[src/rtl/core/lpht_pkg.sv]
// Shared types, codes and helpers for the linear probing hash table.
// Holds the request and response word layouts, status and slot mark codes
// and the character code mapping. No dependencies.
package lpht_pkg;

	// Defaults for the top level parameters
	localparam int MAX_SLOTS_DEF = 64;
	localparam int HASH_MOD_DEF  = 65407;

	// Key layout and hashing
	localparam int KEY_CHARS    = 8;
	localparam int CHAR_W       = 8;
	localparam int KEY_W        = 64;
	localparam int VALUE_W      = 48;
	localparam int CODE_RADIX   = 62;
	localparam int LETTER_COUNT = 26;
	localparam int CODE_W       = 6;

	// Configuration register
	localparam int        TSIZE_W     = 7;
	localparam int        TSIZE_RESET = 64;
	localparam int        PADDR_W     = 3;
	localparam int        PDATA_W     = 32;
	localparam logic      REG_TSIZE   = 1'b0;

	// Result word
	localparam int STATUS_W = 3;
	localparam int SLOT_W   = 6;

	localparam logic [STATUS_W-1:0] ST_INSERTED = 3'd0;
	localparam logic [STATUS_W-1:0] ST_UPDATED  = 3'd1;
	localparam logic [STATUS_W-1:0] ST_REMOVED  = 3'd2;
	localparam logic [STATUS_W-1:0] ST_FULL     = 3'd3;
	localparam logic [STATUS_W-1:0] ST_NOTFOUND = 3'd4;

	// Request kinds
	localparam logic REQ_PUT    = 1'b0;
	localparam logic REQ_REMOVE = 1'b1;

	// Slot marks
	localparam int                MARK_W     = 2;
	localparam logic [MARK_W-1:0] MARK_EMPTY = 2'd0;
	localparam logic [MARK_W-1:0] MARK_USED  = 2'd1;
	localparam logic [MARK_W-1:0] MARK_TOMB  = 2'd2;

	// ASCII bounds
	localparam logic [CHAR_W-1:0] CH_LOWER_A = 8'h61;
	localparam logic [CHAR_W-1:0] CH_LOWER_Z = 8'h7a;
	localparam logic [CHAR_W-1:0] CH_UPPER_A = 8'h41;
	localparam logic [CHAR_W-1:0] CH_UPPER_Z = 8'h5a;
	localparam logic [CHAR_W-1:0] CH_DIGIT_0 = 8'h30;
	localparam logic [CHAR_W-1:0] CH_DIGIT_9 = 8'h39;

	typedef struct packed {
		logic               req_type;
		logic [KEY_W-1:0]   key;
		logic [VALUE_W-1:0] value;
	} req_t;

	typedef struct packed {
		logic [STATUS_W-1:0] status;
		logic [SLOT_W-1:0]   slot;
	} rsp_t;

	// Map one ASCII character to its hash code; anything unlisted maps to zero
	function automatic logic [CODE_W-1:0] char_code(input logic [CHAR_W-1:0] ch);
		logic [CODE_W-1:0] code;
		code = '0;
		if (ch >= CH_LOWER_A && ch <= CH_LOWER_Z) begin
			code = CODE_W'(ch - CH_LOWER_A);
		end else if (ch >= CH_UPPER_A && ch <= CH_UPPER_Z) begin
			code = CODE_W'(ch - CH_UPPER_A) + CODE_W'(LETTER_COUNT);
		end else if (ch >= CH_DIGIT_0 && ch <= CH_DIGIT_9) begin
			code = CODE_W'(ch - CH_DIGIT_0) + CODE_W'(2 * LETTER_COUNT);
		end
		return code;
	endfunction

endpackage

[src/rtl/core/linear_probe_hash_table.sv]
// Key-value table with open addressing, linear probing and tombstones.
// After reset the block sweeps its slot mark memory clear, one slot a cycle, over all MAX_SLOTS
// slots, and holds req_stall high meanwhile (slot count writes are taken as ever). Each
// request then runs an accept state, per key character a multiply by 62, a reciprocal
// estimate and a correcting subtract, a step to close the hash, a restoring division for
// the home slot, per slot probed a registered memory read and then a compare, and a final
// state that writes back and posts the response word once the output register is free.
// One request is in flight at a time; a finished response waits in an output register
// while the next request is taken.
// Depends on lpht_pkg.
module linear_probe_hash_table
	import lpht_pkg::*;
#(
	parameter int MAX_SLOTS = MAX_SLOTS_DEF,
	parameter int HASH_MOD  = HASH_MOD_DEF
) (
	input  logic               clk,
	input  logic               arst_n,
	// request channel
	input  logic               req_valid,
	output logic               req_stall,
	input  req_t               req,
	// response channel
	output logic               rsp_valid,
	input  logic               rsp_stall,
	output rsp_t               rsp,
	// configuration port
	input  logic               psel,
	input  logic               penable,
	input  logic               pwrite,
	input  logic [PADDR_W-1:0] paddr,
	input  logic [PDATA_W-1:0] pwdata,
	output logic [PDATA_W-1:0] prdata,
	output logic               pready
);

	// Derived widths
	localparam int IW  = $clog2(MAX_SLOTS);
	localparam int SW  = $clog2(MAX_SLOTS + 1);
	localparam int HW  = $clog2(HASH_MOD);
	localparam int XW  = $clog2(CODE_RADIX * HASH_MOD);
	localparam int QW  = $clog2(CODE_RADIX);
	localparam int UW  = ((HW > SW) ? HW : SW) + 1;
	localparam int DW  = $clog2(HW + 1);
	localparam logic [XW-1:0] RECIP = XW'((64'd1 << XW) / HASH_MOD);

	// Sequencer states
	localparam logic [3:0] S_CLEAR = 4'd0;
	localparam logic [3:0] S_IDLE  = 4'd1;
	localparam logic [3:0] S_HMUL  = 4'd2;
	localparam logic [3:0] S_HEST  = 4'd3;
	localparam logic [3:0] S_HRED  = 4'd4;
	localparam logic [3:0] S_DIV   = 4'd5;
	localparam logic [3:0] S_READ  = 4'd6;
	localparam logic [3:0] S_CHECK = 4'd7;
	localparam logic [3:0] S_FINAL = 4'd8;

	logic [3:0]          state_q;
	logic [TSIZE_W-1:0]  tsize_q;
	logic [IW-1:0]       clr_q;

	// Request context
	logic                req_type_q;
	logic [KEY_W-1:0]    nkey_q;
	logic [KEY_W-1:0]    hk_q;
	logic [VALUE_W-1:0]  value_q;

	// Hash and division datapath
	logic [HW-1:0]       h_q;
	logic [XW-1:0]       x_q;
	logic [QW-1:0]       qe_q;
	logic [SW-1:0]       rem_q;
	logic [HW-1:0]       hs_q;
	logic [DW-1:0]       dcnt_q;

	// Probe state
	logic [IW-1:0]       idx_q;
	logic [SW-1:0]       step_q;
	logic                have_free_q;
	logic [IW-1:0]       free_q;
	logic [IW-1:0]       act_q;
	logic [STATUS_W-1:0] status_q;

	// Slot memories
	logic [MARK_W-1:0]   mark_mem [MAX_SLOTS];
	logic [KEY_W-1:0]    key_mem  [MAX_SLOTS];
	logic [VALUE_W-1:0]  val_mem  [MAX_SLOTS];
	logic [MARK_W-1:0]   mark_rd_q;
	logic [KEY_W-1:0]    key_rd_q;

	// Output register
	logic                rsp_valid_q;
	rsp_t                rsp_q;

	logic                accept;
	logic                cfg_write;
	logic                out_free;
	logic [SW-1:0]       size;
	logic [KEY_W-1:0]    nkey;
	logic [CHAR_W-1:0]   top_char;
	logic [XW-1:0]       x_next;
	logic [2*XW-1:0]     est_prod;
	logic [XW-1:0]       r_raw;
	logic [SW:0]         div_t;

	// Shared subtract and compare unit
	logic [UW-1:0]       sub_a;
	logic [UW-1:0]       sub_b;
	logic [UW:0]         sub_diff;
	logic                sub_ge;
	logic                sub_eq;

	// Probe decision
	logic                is_empty;
	logic                is_match;
	logic                take_free;
	logic                have_now;
	logic [IW-1:0]       free_now;
	logic                probe_end;
	logic [IW-1:0]       idx_next;
	logic [STATUS_W-1:0] end_status;
	logic [IW-1:0]       end_slot;

	// Memory write port
	logic                mark_we;
	logic [MARK_W-1:0]   mark_wd;
	logic                kv_key_we;
	logic                kv_val_we;
	logic [IW-1:0]       wr_addr;

	// Handshakes
	assign accept    = (state_q == S_IDLE) && req_valid;
	assign req_stall = (state_q != S_IDLE);
	assign cfg_write = psel && penable && pwrite && pready;
	assign out_free  = !rsp_valid_q || !rsp_stall;
	assign rsp_valid = rsp_valid_q;
	assign rsp       = rsp_q;
	assign pready    = 1'b1;
	assign prdata    = (paddr[PADDR_W-1] == REG_TSIZE) ?
		PDATA_W'(tsize_q) : '0;

	// Clamp table size into 1..MAX_SLOTS
	always_comb begin
		if (tsize_q == '0) begin
			size = SW'(1);
		end else if (int'(tsize_q) > MAX_SLOTS) begin
			size = SW'(MAX_SLOTS);
		end else begin
			size = SW'(tsize_q);
		end
	end

	// Keep key characters up to the first zero byte, at most KEY_CHARS
	always_comb begin
		logic              alive;
		logic [CHAR_W-1:0] b;
		alive = 1'b1;
		nkey  = '0;
		for (int i = 0; i < KEY_W / CHAR_W; i++) begin
			b     = req.key[KEY_W-1-CHAR_W*i -: CHAR_W];
			alive = alive && (b != '0) && (i < KEY_CHARS);
			if (alive) begin
				nkey[KEY_W-1-CHAR_W*i -: CHAR_W] = b;
			end
		end
	end

	// Hash datapath: h*62 + code, then reciprocal quotient estimate, then remainder
	assign top_char = hk_q[KEY_W-1 -: CHAR_W];
	assign x_next   = XW'(h_q) * XW'(CODE_RADIX) + XW'(char_code(top_char));
	assign est_prod = (2*XW)'(x_q) * (2*XW)'(RECIP);
	assign r_raw    = x_q - XW'(qe_q) * XW'(HASH_MOD);
	assign div_t    = {rem_q, hs_q[HW-1]};

	// Select operands for the shared unit
	always_comb begin
		case (state_q)
			S_HRED: begin
				sub_a = UW'(r_raw);
				sub_b = UW'(HASH_MOD);
			end
			S_DIV: begin
				sub_a = UW'(div_t);
				sub_b = UW'(size);
			end
			S_CHECK: begin
				sub_a = UW'(step_q) + UW'(1);
				sub_b = UW'(size);
			end
			default: begin
				sub_a = '0;
				sub_b = '0;
			end
		endcase
	end

	assign sub_diff = {1'b0, sub_a} - {1'b0, sub_b};
	assign sub_ge   = !sub_diff[UW];
	assign sub_eq   = (sub_diff == '0);

	// Evaluate one probed slot
	assign is_empty  = (mark_rd_q == MARK_EMPTY);
	assign is_match  = (mark_rd_q == MARK_USED) && (key_rd_q == nkey_q);
	assign take_free = !have_free_q && (mark_rd_q != MARK_USED);
	assign have_now  = have_free_q || take_free;
	assign free_now  = have_free_q ? free_q : idx_q;
	assign probe_end = is_empty || is_match || sub_eq;
	assign idx_next  = ((SW+1)'(idx_q) + (SW+1)'(1) == (SW+1)'(size)) ?
		'0 : idx_q + IW'(1);

	always_comb begin
		end_status = ST_NOTFOUND;
		end_slot   = '0;
		if (req_type_q == REQ_REMOVE) begin
			if (is_match) begin
				end_status = ST_REMOVED;
				end_slot   = idx_q;
			end
		end else if (is_match) begin
			end_status = ST_UPDATED;
			end_slot   = idx_q;
		end else if (have_now) begin
			end_status = ST_INSERTED;
			end_slot   = free_now;
		end else begin
			end_status = ST_FULL;
		end
	end

	// Drive the single write port: clearing sweep or write-back
	always_comb begin
		mark_we   = 1'b0;
		mark_wd   = MARK_EMPTY;
		kv_key_we = 1'b0;
		kv_val_we = 1'b0;
		wr_addr   = act_q;
		if (state_q == S_CLEAR) begin
			mark_we = 1'b1;
			wr_addr = clr_q;
		end else if (state_q == S_FINAL && out_free) begin
			case (status_q)
				ST_REMOVED: begin
					mark_we = 1'b1;
					mark_wd = MARK_TOMB;
				end
				ST_UPDATED: begin
					kv_val_we = 1'b1;
				end
				ST_INSERTED: begin
					mark_we   = 1'b1;
					mark_wd   = MARK_USED;
					kv_key_we = 1'b1;
					kv_val_we = 1'b1;
				end
				default: begin
					mark_we = 1'b0;
				end
			endcase
		end
	end

	// Slot memories: registered read at the probe index, one write port
	always_ff @(posedge clk) begin
		mark_rd_q <= mark_mem[idx_q];
		key_rd_q  <= key_mem[idx_q];
		if (mark_we) begin
			mark_mem[wr_addr] <= mark_wd;
		end
		if (kv_key_we) begin
			key_mem[wr_addr] <= nkey_q;
		end
		if (kv_val_we) begin
			val_mem[wr_addr] <= value_q;
		end
	end

	// Configuration register
	always_ff @(posedge clk or negedge arst_n) begin
		if (!arst_n) begin
			tsize_q <= TSIZE_W'(TSIZE_RESET);
		end else if (cfg_write && paddr[PADDR_W-1] == REG_TSIZE) begin
			tsize_q <= pwdata[TSIZE_W-1:0];
		end
	end

	// Sequencer
	always_ff @(posedge clk or negedge arst_n) begin
		if (!arst_n) begin
			state_q     <= S_CLEAR;
			clr_q       <= '0;
			rsp_valid_q <= 1'b0;
			have_free_q <= 1'b0;
		end else begin
			// drop a taken response word
			if (rsp_valid_q && !rsp_stall) begin
				rsp_valid_q <= 1'b0;
			end
			case (state_q)
				S_CLEAR: begin
					clr_q <= clr_q + IW'(1);
					if (clr_q == IW'(MAX_SLOTS - 1)) begin
						state_q <= S_IDLE;
					end
				end
				S_IDLE: begin
					if (accept) begin
						state_q <= S_HMUL;
					end
				end
				S_HMUL: begin
					if (top_char == '0) begin
						state_q <= S_DIV;
					end else begin
						state_q <= S_HEST;
					end
				end
				S_HEST: begin
					state_q <= S_HRED;
				end
				S_HRED: begin
					state_q <= S_HMUL;
				end
				S_DIV: begin
					if (dcnt_q == DW'(1)) begin
						have_free_q <= 1'b0;
						state_q     <= S_READ;
					end
				end
				S_READ: begin
					state_q <= S_CHECK;
				end
				S_CHECK: begin
					if (probe_end) begin
						state_q <= S_FINAL;
					end else begin
						have_free_q <= have_now;
						state_q     <= S_READ;
					end
				end
				S_FINAL: begin
					if (out_free) begin
						rsp_valid_q <= 1'b1;
						state_q     <= S_IDLE;
					end
				end
				default: begin
					state_q <= S_IDLE;
				end
			endcase
		end
	end

	// Datapath registers
	always_ff @(posedge clk) begin
		case (state_q)
			S_IDLE: begin
				if (accept) begin
					req_type_q <= req.req_type;
					nkey_q     <= nkey;
					hk_q       <= nkey;
					value_q    <= req.value;
					h_q        <= '0;
				end
			end
			S_HMUL: begin
				// advance one character, or start the home slot division
				x_q    <= x_next;
				hk_q   <= hk_q << CHAR_W;
				rem_q  <= '0;
				hs_q   <= h_q;
				dcnt_q <= DW'(HW);
			end
			S_HEST: begin
				qe_q <= QW'(est_prod >> XW);
			end
			S_HRED: begin
				h_q <= HW'(sub_ge ? sub_diff[UW-1:0] : sub_a);
			end
			S_DIV: begin
				rem_q  <= SW'(sub_ge ? sub_diff[UW-1:0] : sub_a);
				hs_q   <= hs_q << 1;
				dcnt_q <= dcnt_q - DW'(1);
				idx_q  <= IW'(sub_ge ? sub_diff[UW-1:0] : sub_a);
				step_q <= '0;
			end
			S_CHECK: begin
				if (probe_end) begin
					status_q <= end_status;
					act_q    <= end_slot;
				end else begin
					free_q <= free_now;
					idx_q  <= idx_next;
					step_q <= step_q + SW'(1);
				end
			end
			S_FINAL: begin
				if (out_free) begin
					rsp_q.status <= status_q;
					rsp_q.slot   <= SLOT_W'(act_q);
				end
			end
			default: begin
				x_q <= x_q;
			end
		endcase
	end

endmodule

[config.mk]
export PLATFORM = sky130hd
export DESIGN_NAME = linear_probe_hash_table
export DESIGN_NICKNAME = d
export VERILOG_FILES = /design/src/rtl/core/lpht_pkg.sv /design/src/rtl/core/linear_probe_hash_table.sv
export SDC_FILE = /design/constraint.sdc
export NUM_CORES = 2
export LEC_CHECK = 0
export BUFFER_PORTS_ARGS = -buffer_cell sky130_fd_sc_hd__buf_2
export CORE_MARGIN = 5
export CORE_UTILIZATION = 45
export CTS_BUF_LIST = sky130_fd_sc_hd__clkbuf_16
export DETAILED_ROUTE_END_ITERATION = 8
export PLACE_DENSITY = 0.61
export SLEW_MARGIN = 20
export SYNTH_ARGS = -nofsm -noshare
export SYNTH_HDL_FRONTEND = slang
export SYNTH_MEMORY_MAX_BITS = 65536
export SYNTH_SLANG_ARGS = --single-unit
[constraint.sdc]
create_clock -name clk -period 17.4 [get_ports clk]
set_clock_uncertainty 0.05 [all_clocks]
set_input_delay 0.87 -clock clk [delete_from_list [all_inputs] [get_ports clk]]
set_output_delay 0.87 -clock clk [all_outputs]
set_load 0.005 [all_outputs]
==> flow_metrics.tcl <==
set metrics [dict create \
    status "finished, final reports clean" \
    start_util_pct 45.2 \
    cellLeakagePower_nw 63.2 \
    first_global_vias 86700 \
    required_time_of_the_critical_path_ns 17.93 \
    synth_seq_cells 4547 \
    layout.core_utilization_pct 51.0 \
    fmax_mhz 114 \
    detailed_route_wire_length_mm 483 \
    post_cts_resized 0 \
    post_route_antenna_net_violation_count 0 \
    synthDominantAreaCellType "edfxtp_1" \
    max_slew_margin_pct 18.4 \
    met2_length_mm 236 \
    yosysWarningCount 0 \
    cts-hold-fix-buffers 2 \
    period_share_pct 50.3 \
    final_layout_size_suffix_gt1_share_pct 29.3 \
    route.vias.total 86400 \
    grt_first_pass_wirelength_mm 678 \
    timing.critical_path.fanout_max 9 \
    filler_cell_count 30700 \
    port_buffers 97 \
    drtPass1Iterations 8 \
    critPathArrivalTime_ns 9.28 \
    met3_wirelength_mm 42.4 \
    final_count_of_pins_violating_max_slew 0 \
    antenna_found_initial 18 \
    kind_of_end_point_of_the_critical_path "register" \
    timing.setup.critical_path_class "reg -> reg" \
    start_kind "register" \
    layout.nets 8575 \
    highest_layer "met5" \
    wl_per_cell_um 34.7 \
    highest_delay_cell_along_the_critical_path "a21oi_1" \
    grt_util_all_layers_pct 23.5 \
    syn-instance-count 7787 \
    worst_setup_hold_path_clk_slew_ns 0.06 \
    power.ir.vdd_worst_mv 0.0848 \
    area.growth.synth_to_final_pct 12.9 \
    remaining_drc_errors 0 \
    post_synth.cell_area_avg_sq_um 23.0 \
    insertion_delay_ns 0.98 \
    routed_via_density 6.21 \
    setup_viol 0 \
    detailedRoute.firstIterationViolations 11200 \
    floorplan.die.height_um 641 \
    finalCriticalPeriod_ns 8.75 \
    post-synth-top-count-cell "edfxtp_1" \
    proportion_of_synthesized_flip_flops_having_asynchronous_set_or_reset_pct 0.418 \
    fp.coreArea_sq_um 396000 \
    worst_hold_path_type "in -> reg" \
    tritoncts_buffer_count 454 \
    actual_transition_at_the_worst_max_transition_pin_ns 1.22 \
    dpl.hpwl_mm 249 \
    yosysUniqueCellTypes 89 \
    remaining_global_route_overflow 0 \
    synth_enable_flop_cells 4462 \
    dieWidth_um 641 \
    rsz0062_at_grt "false" \
    synth_top_cell_area_share_pct 74.9 \
    rows 231 \
    layout.cells.non_filler 13900 \
    clock_tree_from_tritoncts "yes" \
    maximum_number_of_pins_on_one_net_before_global_route_repair 128 \
    post_synthesis_cell_area_sq_um 179000 \
    final_hold_viol_count 0 \
    setup_total_negative_slack_ns 0 \
    ys_top_cells_by_area "edfxtp_1 75%, mux4_2 17%, fa_1 0.88%" \
    postCtsSetupBuffers 0 \
    boundaryPins 199 \
    synth_flop_cell "edfxtp_1" \
    netlist_top_cells_count "4462 x edfxtp_1, 1386 x mux4_2, 285 x clkbuf_1" \
    synth_sequential_area_ratio_pct 75.9 \
    cts.sink_count 4547 \
    buffer_type_at_the_clock_tree_root "clkbuf_16" \
    dpl.cell_count 13000 \
    crit_path_max_incr_delay_ns 0.77 \
    h-tree-depth 5 \
    cts.path.max_buffers 4 \
    power-per-cell-area_nw_per_um2 106 \
    die-area_sq_um 410000 \
    globalplace.congestion 0.810 \
    cap_violations 0 \
    wirelength_met1_mm 188 \
]
-- power by group --
group | total [mW] | leakage (nW) | switching (mW) | internal, mW
clock network | 9.51 | 7.49 | 4.14 | 5.37
registers | 11.8 | 40.4 | 0.00507 | 11.8
logic | 0.0638 | 15.3 | 0.0400 | 0.0238
-- metal layers --
| metal | vias up | track usage, % |
|---|---|---|
| met1 | 47500 | 33.0 |
| met2 | 4285 | 37.9 |
| met4 | 8 | 7.23 |
| met3 | 755 | 4.12 |
| met5 | - | 0 |
| li1 | 33900 | - |
-- cells in the final DEF (no fill, tap or decap), drive strengths merged, types with 24 or more instances in the layout --
cell	count
edfxtp	4462
mux4	1386
clkbuf	458
buf	368
inv	257
nor2	232
clkinv	200
nand2	160
xnor2	99
ha	97
fa	79
o21ai	73
dfxtp	66
mux2	59
and2	57
a21oi	55
bufinv	41
diode	39
nor4	33
nor3	29
nand2b	27
conb	26
nand3	24
-- path summary, 6_finish.rpt --
path	from	to	slack, ns	cells past startpoint
setup / recovery	qe_q[3]	act_q[4]	8.65	26
hold / removal	rsp_stall	rsp_valid	0.11	3
setup reg to reg	qe_q[3]	act_q[4]	8.65	26
hold reg to reg	x_q[20]	qe_q[4]	0.37	0
max in group asynchronous	arst_n	tsize_q[6]	16.59	2
min in group asynchronous	arst_n	state_q[1]	0.35	2
-- through the flow --
step | hold slack [ns] | instance area [sq um] | setup WS, ns | power (mW)
after floorplan | 0.350 | 179000 | 9.90 | 12.1
after global routing | 0.0744 | 202000 | 8.12 | 22.0
after global placement | 0.361 | 187000 | 8.74 | 12.1
after detailed placement | 0.360 | 187000 | 8.66 | 12.1
after CTS | 0.0366 | 202000 | 8.65 | 21.6
final | 0.115 | 202000 | 8.65 | 21.4
-- worst max-delay path, delay by kind of cell, from the launching register on --
| kind | cells | cell delay, ns |
|---|---|---|
| adders and majority gates | 6 | 2.91 |
| AOI/OAI and AO/OA | 10 | 2.65 |
| and+or+nand+nor | 5 | 1.58 |
| buffers and inverters | 4 | 0.51 |
| DFF | 1 | 0.45 |
| xor gates and xnor gates | 1 | 0.23 |
-- logic make-up after synthesis --
family	count (synthesis)	share of synthesized area [%]
AOI/OAI and AO/OA	282	1.05
xor gates and xnor gates	120	0.587
adders and majority gates	176	1.56
buffers and inverters	528	1.18
DFF	4547	75.9
muxes	1464	17.9
other	2	0.00420
and+or+nand+nor	668	1.81
-- layout make-up --
class / count / area [sq um] / area share [%]
flip-flops and latches: 4547 / 136000 / 67.2
multi-input cells: 2736 / 41700 / 20.6
clock buffers: 458 / 11500 / 5.67
well taps: 5242 / 6560 / 3.25
clock inverters: 380 / 3030 / 1.50
repair buffers: 370 / 2900 / 1.43
inverters: 135 / 524 / 0.260
diodes: 39 / 97.6 / 0.0483
-- flip-flops by register name (all words and copies together) (netlist names), 7 cells and up --
signal and cells:
mark_mem 128, key_rd_q 64, rsp 9, tsize_q 7
nkey_q 64, rem_q 7, key_mem 4096, hs_q 16
h_q 16, step_q 7, x_q 22, hk_q 64
Power figures use the tool's default switching activity.
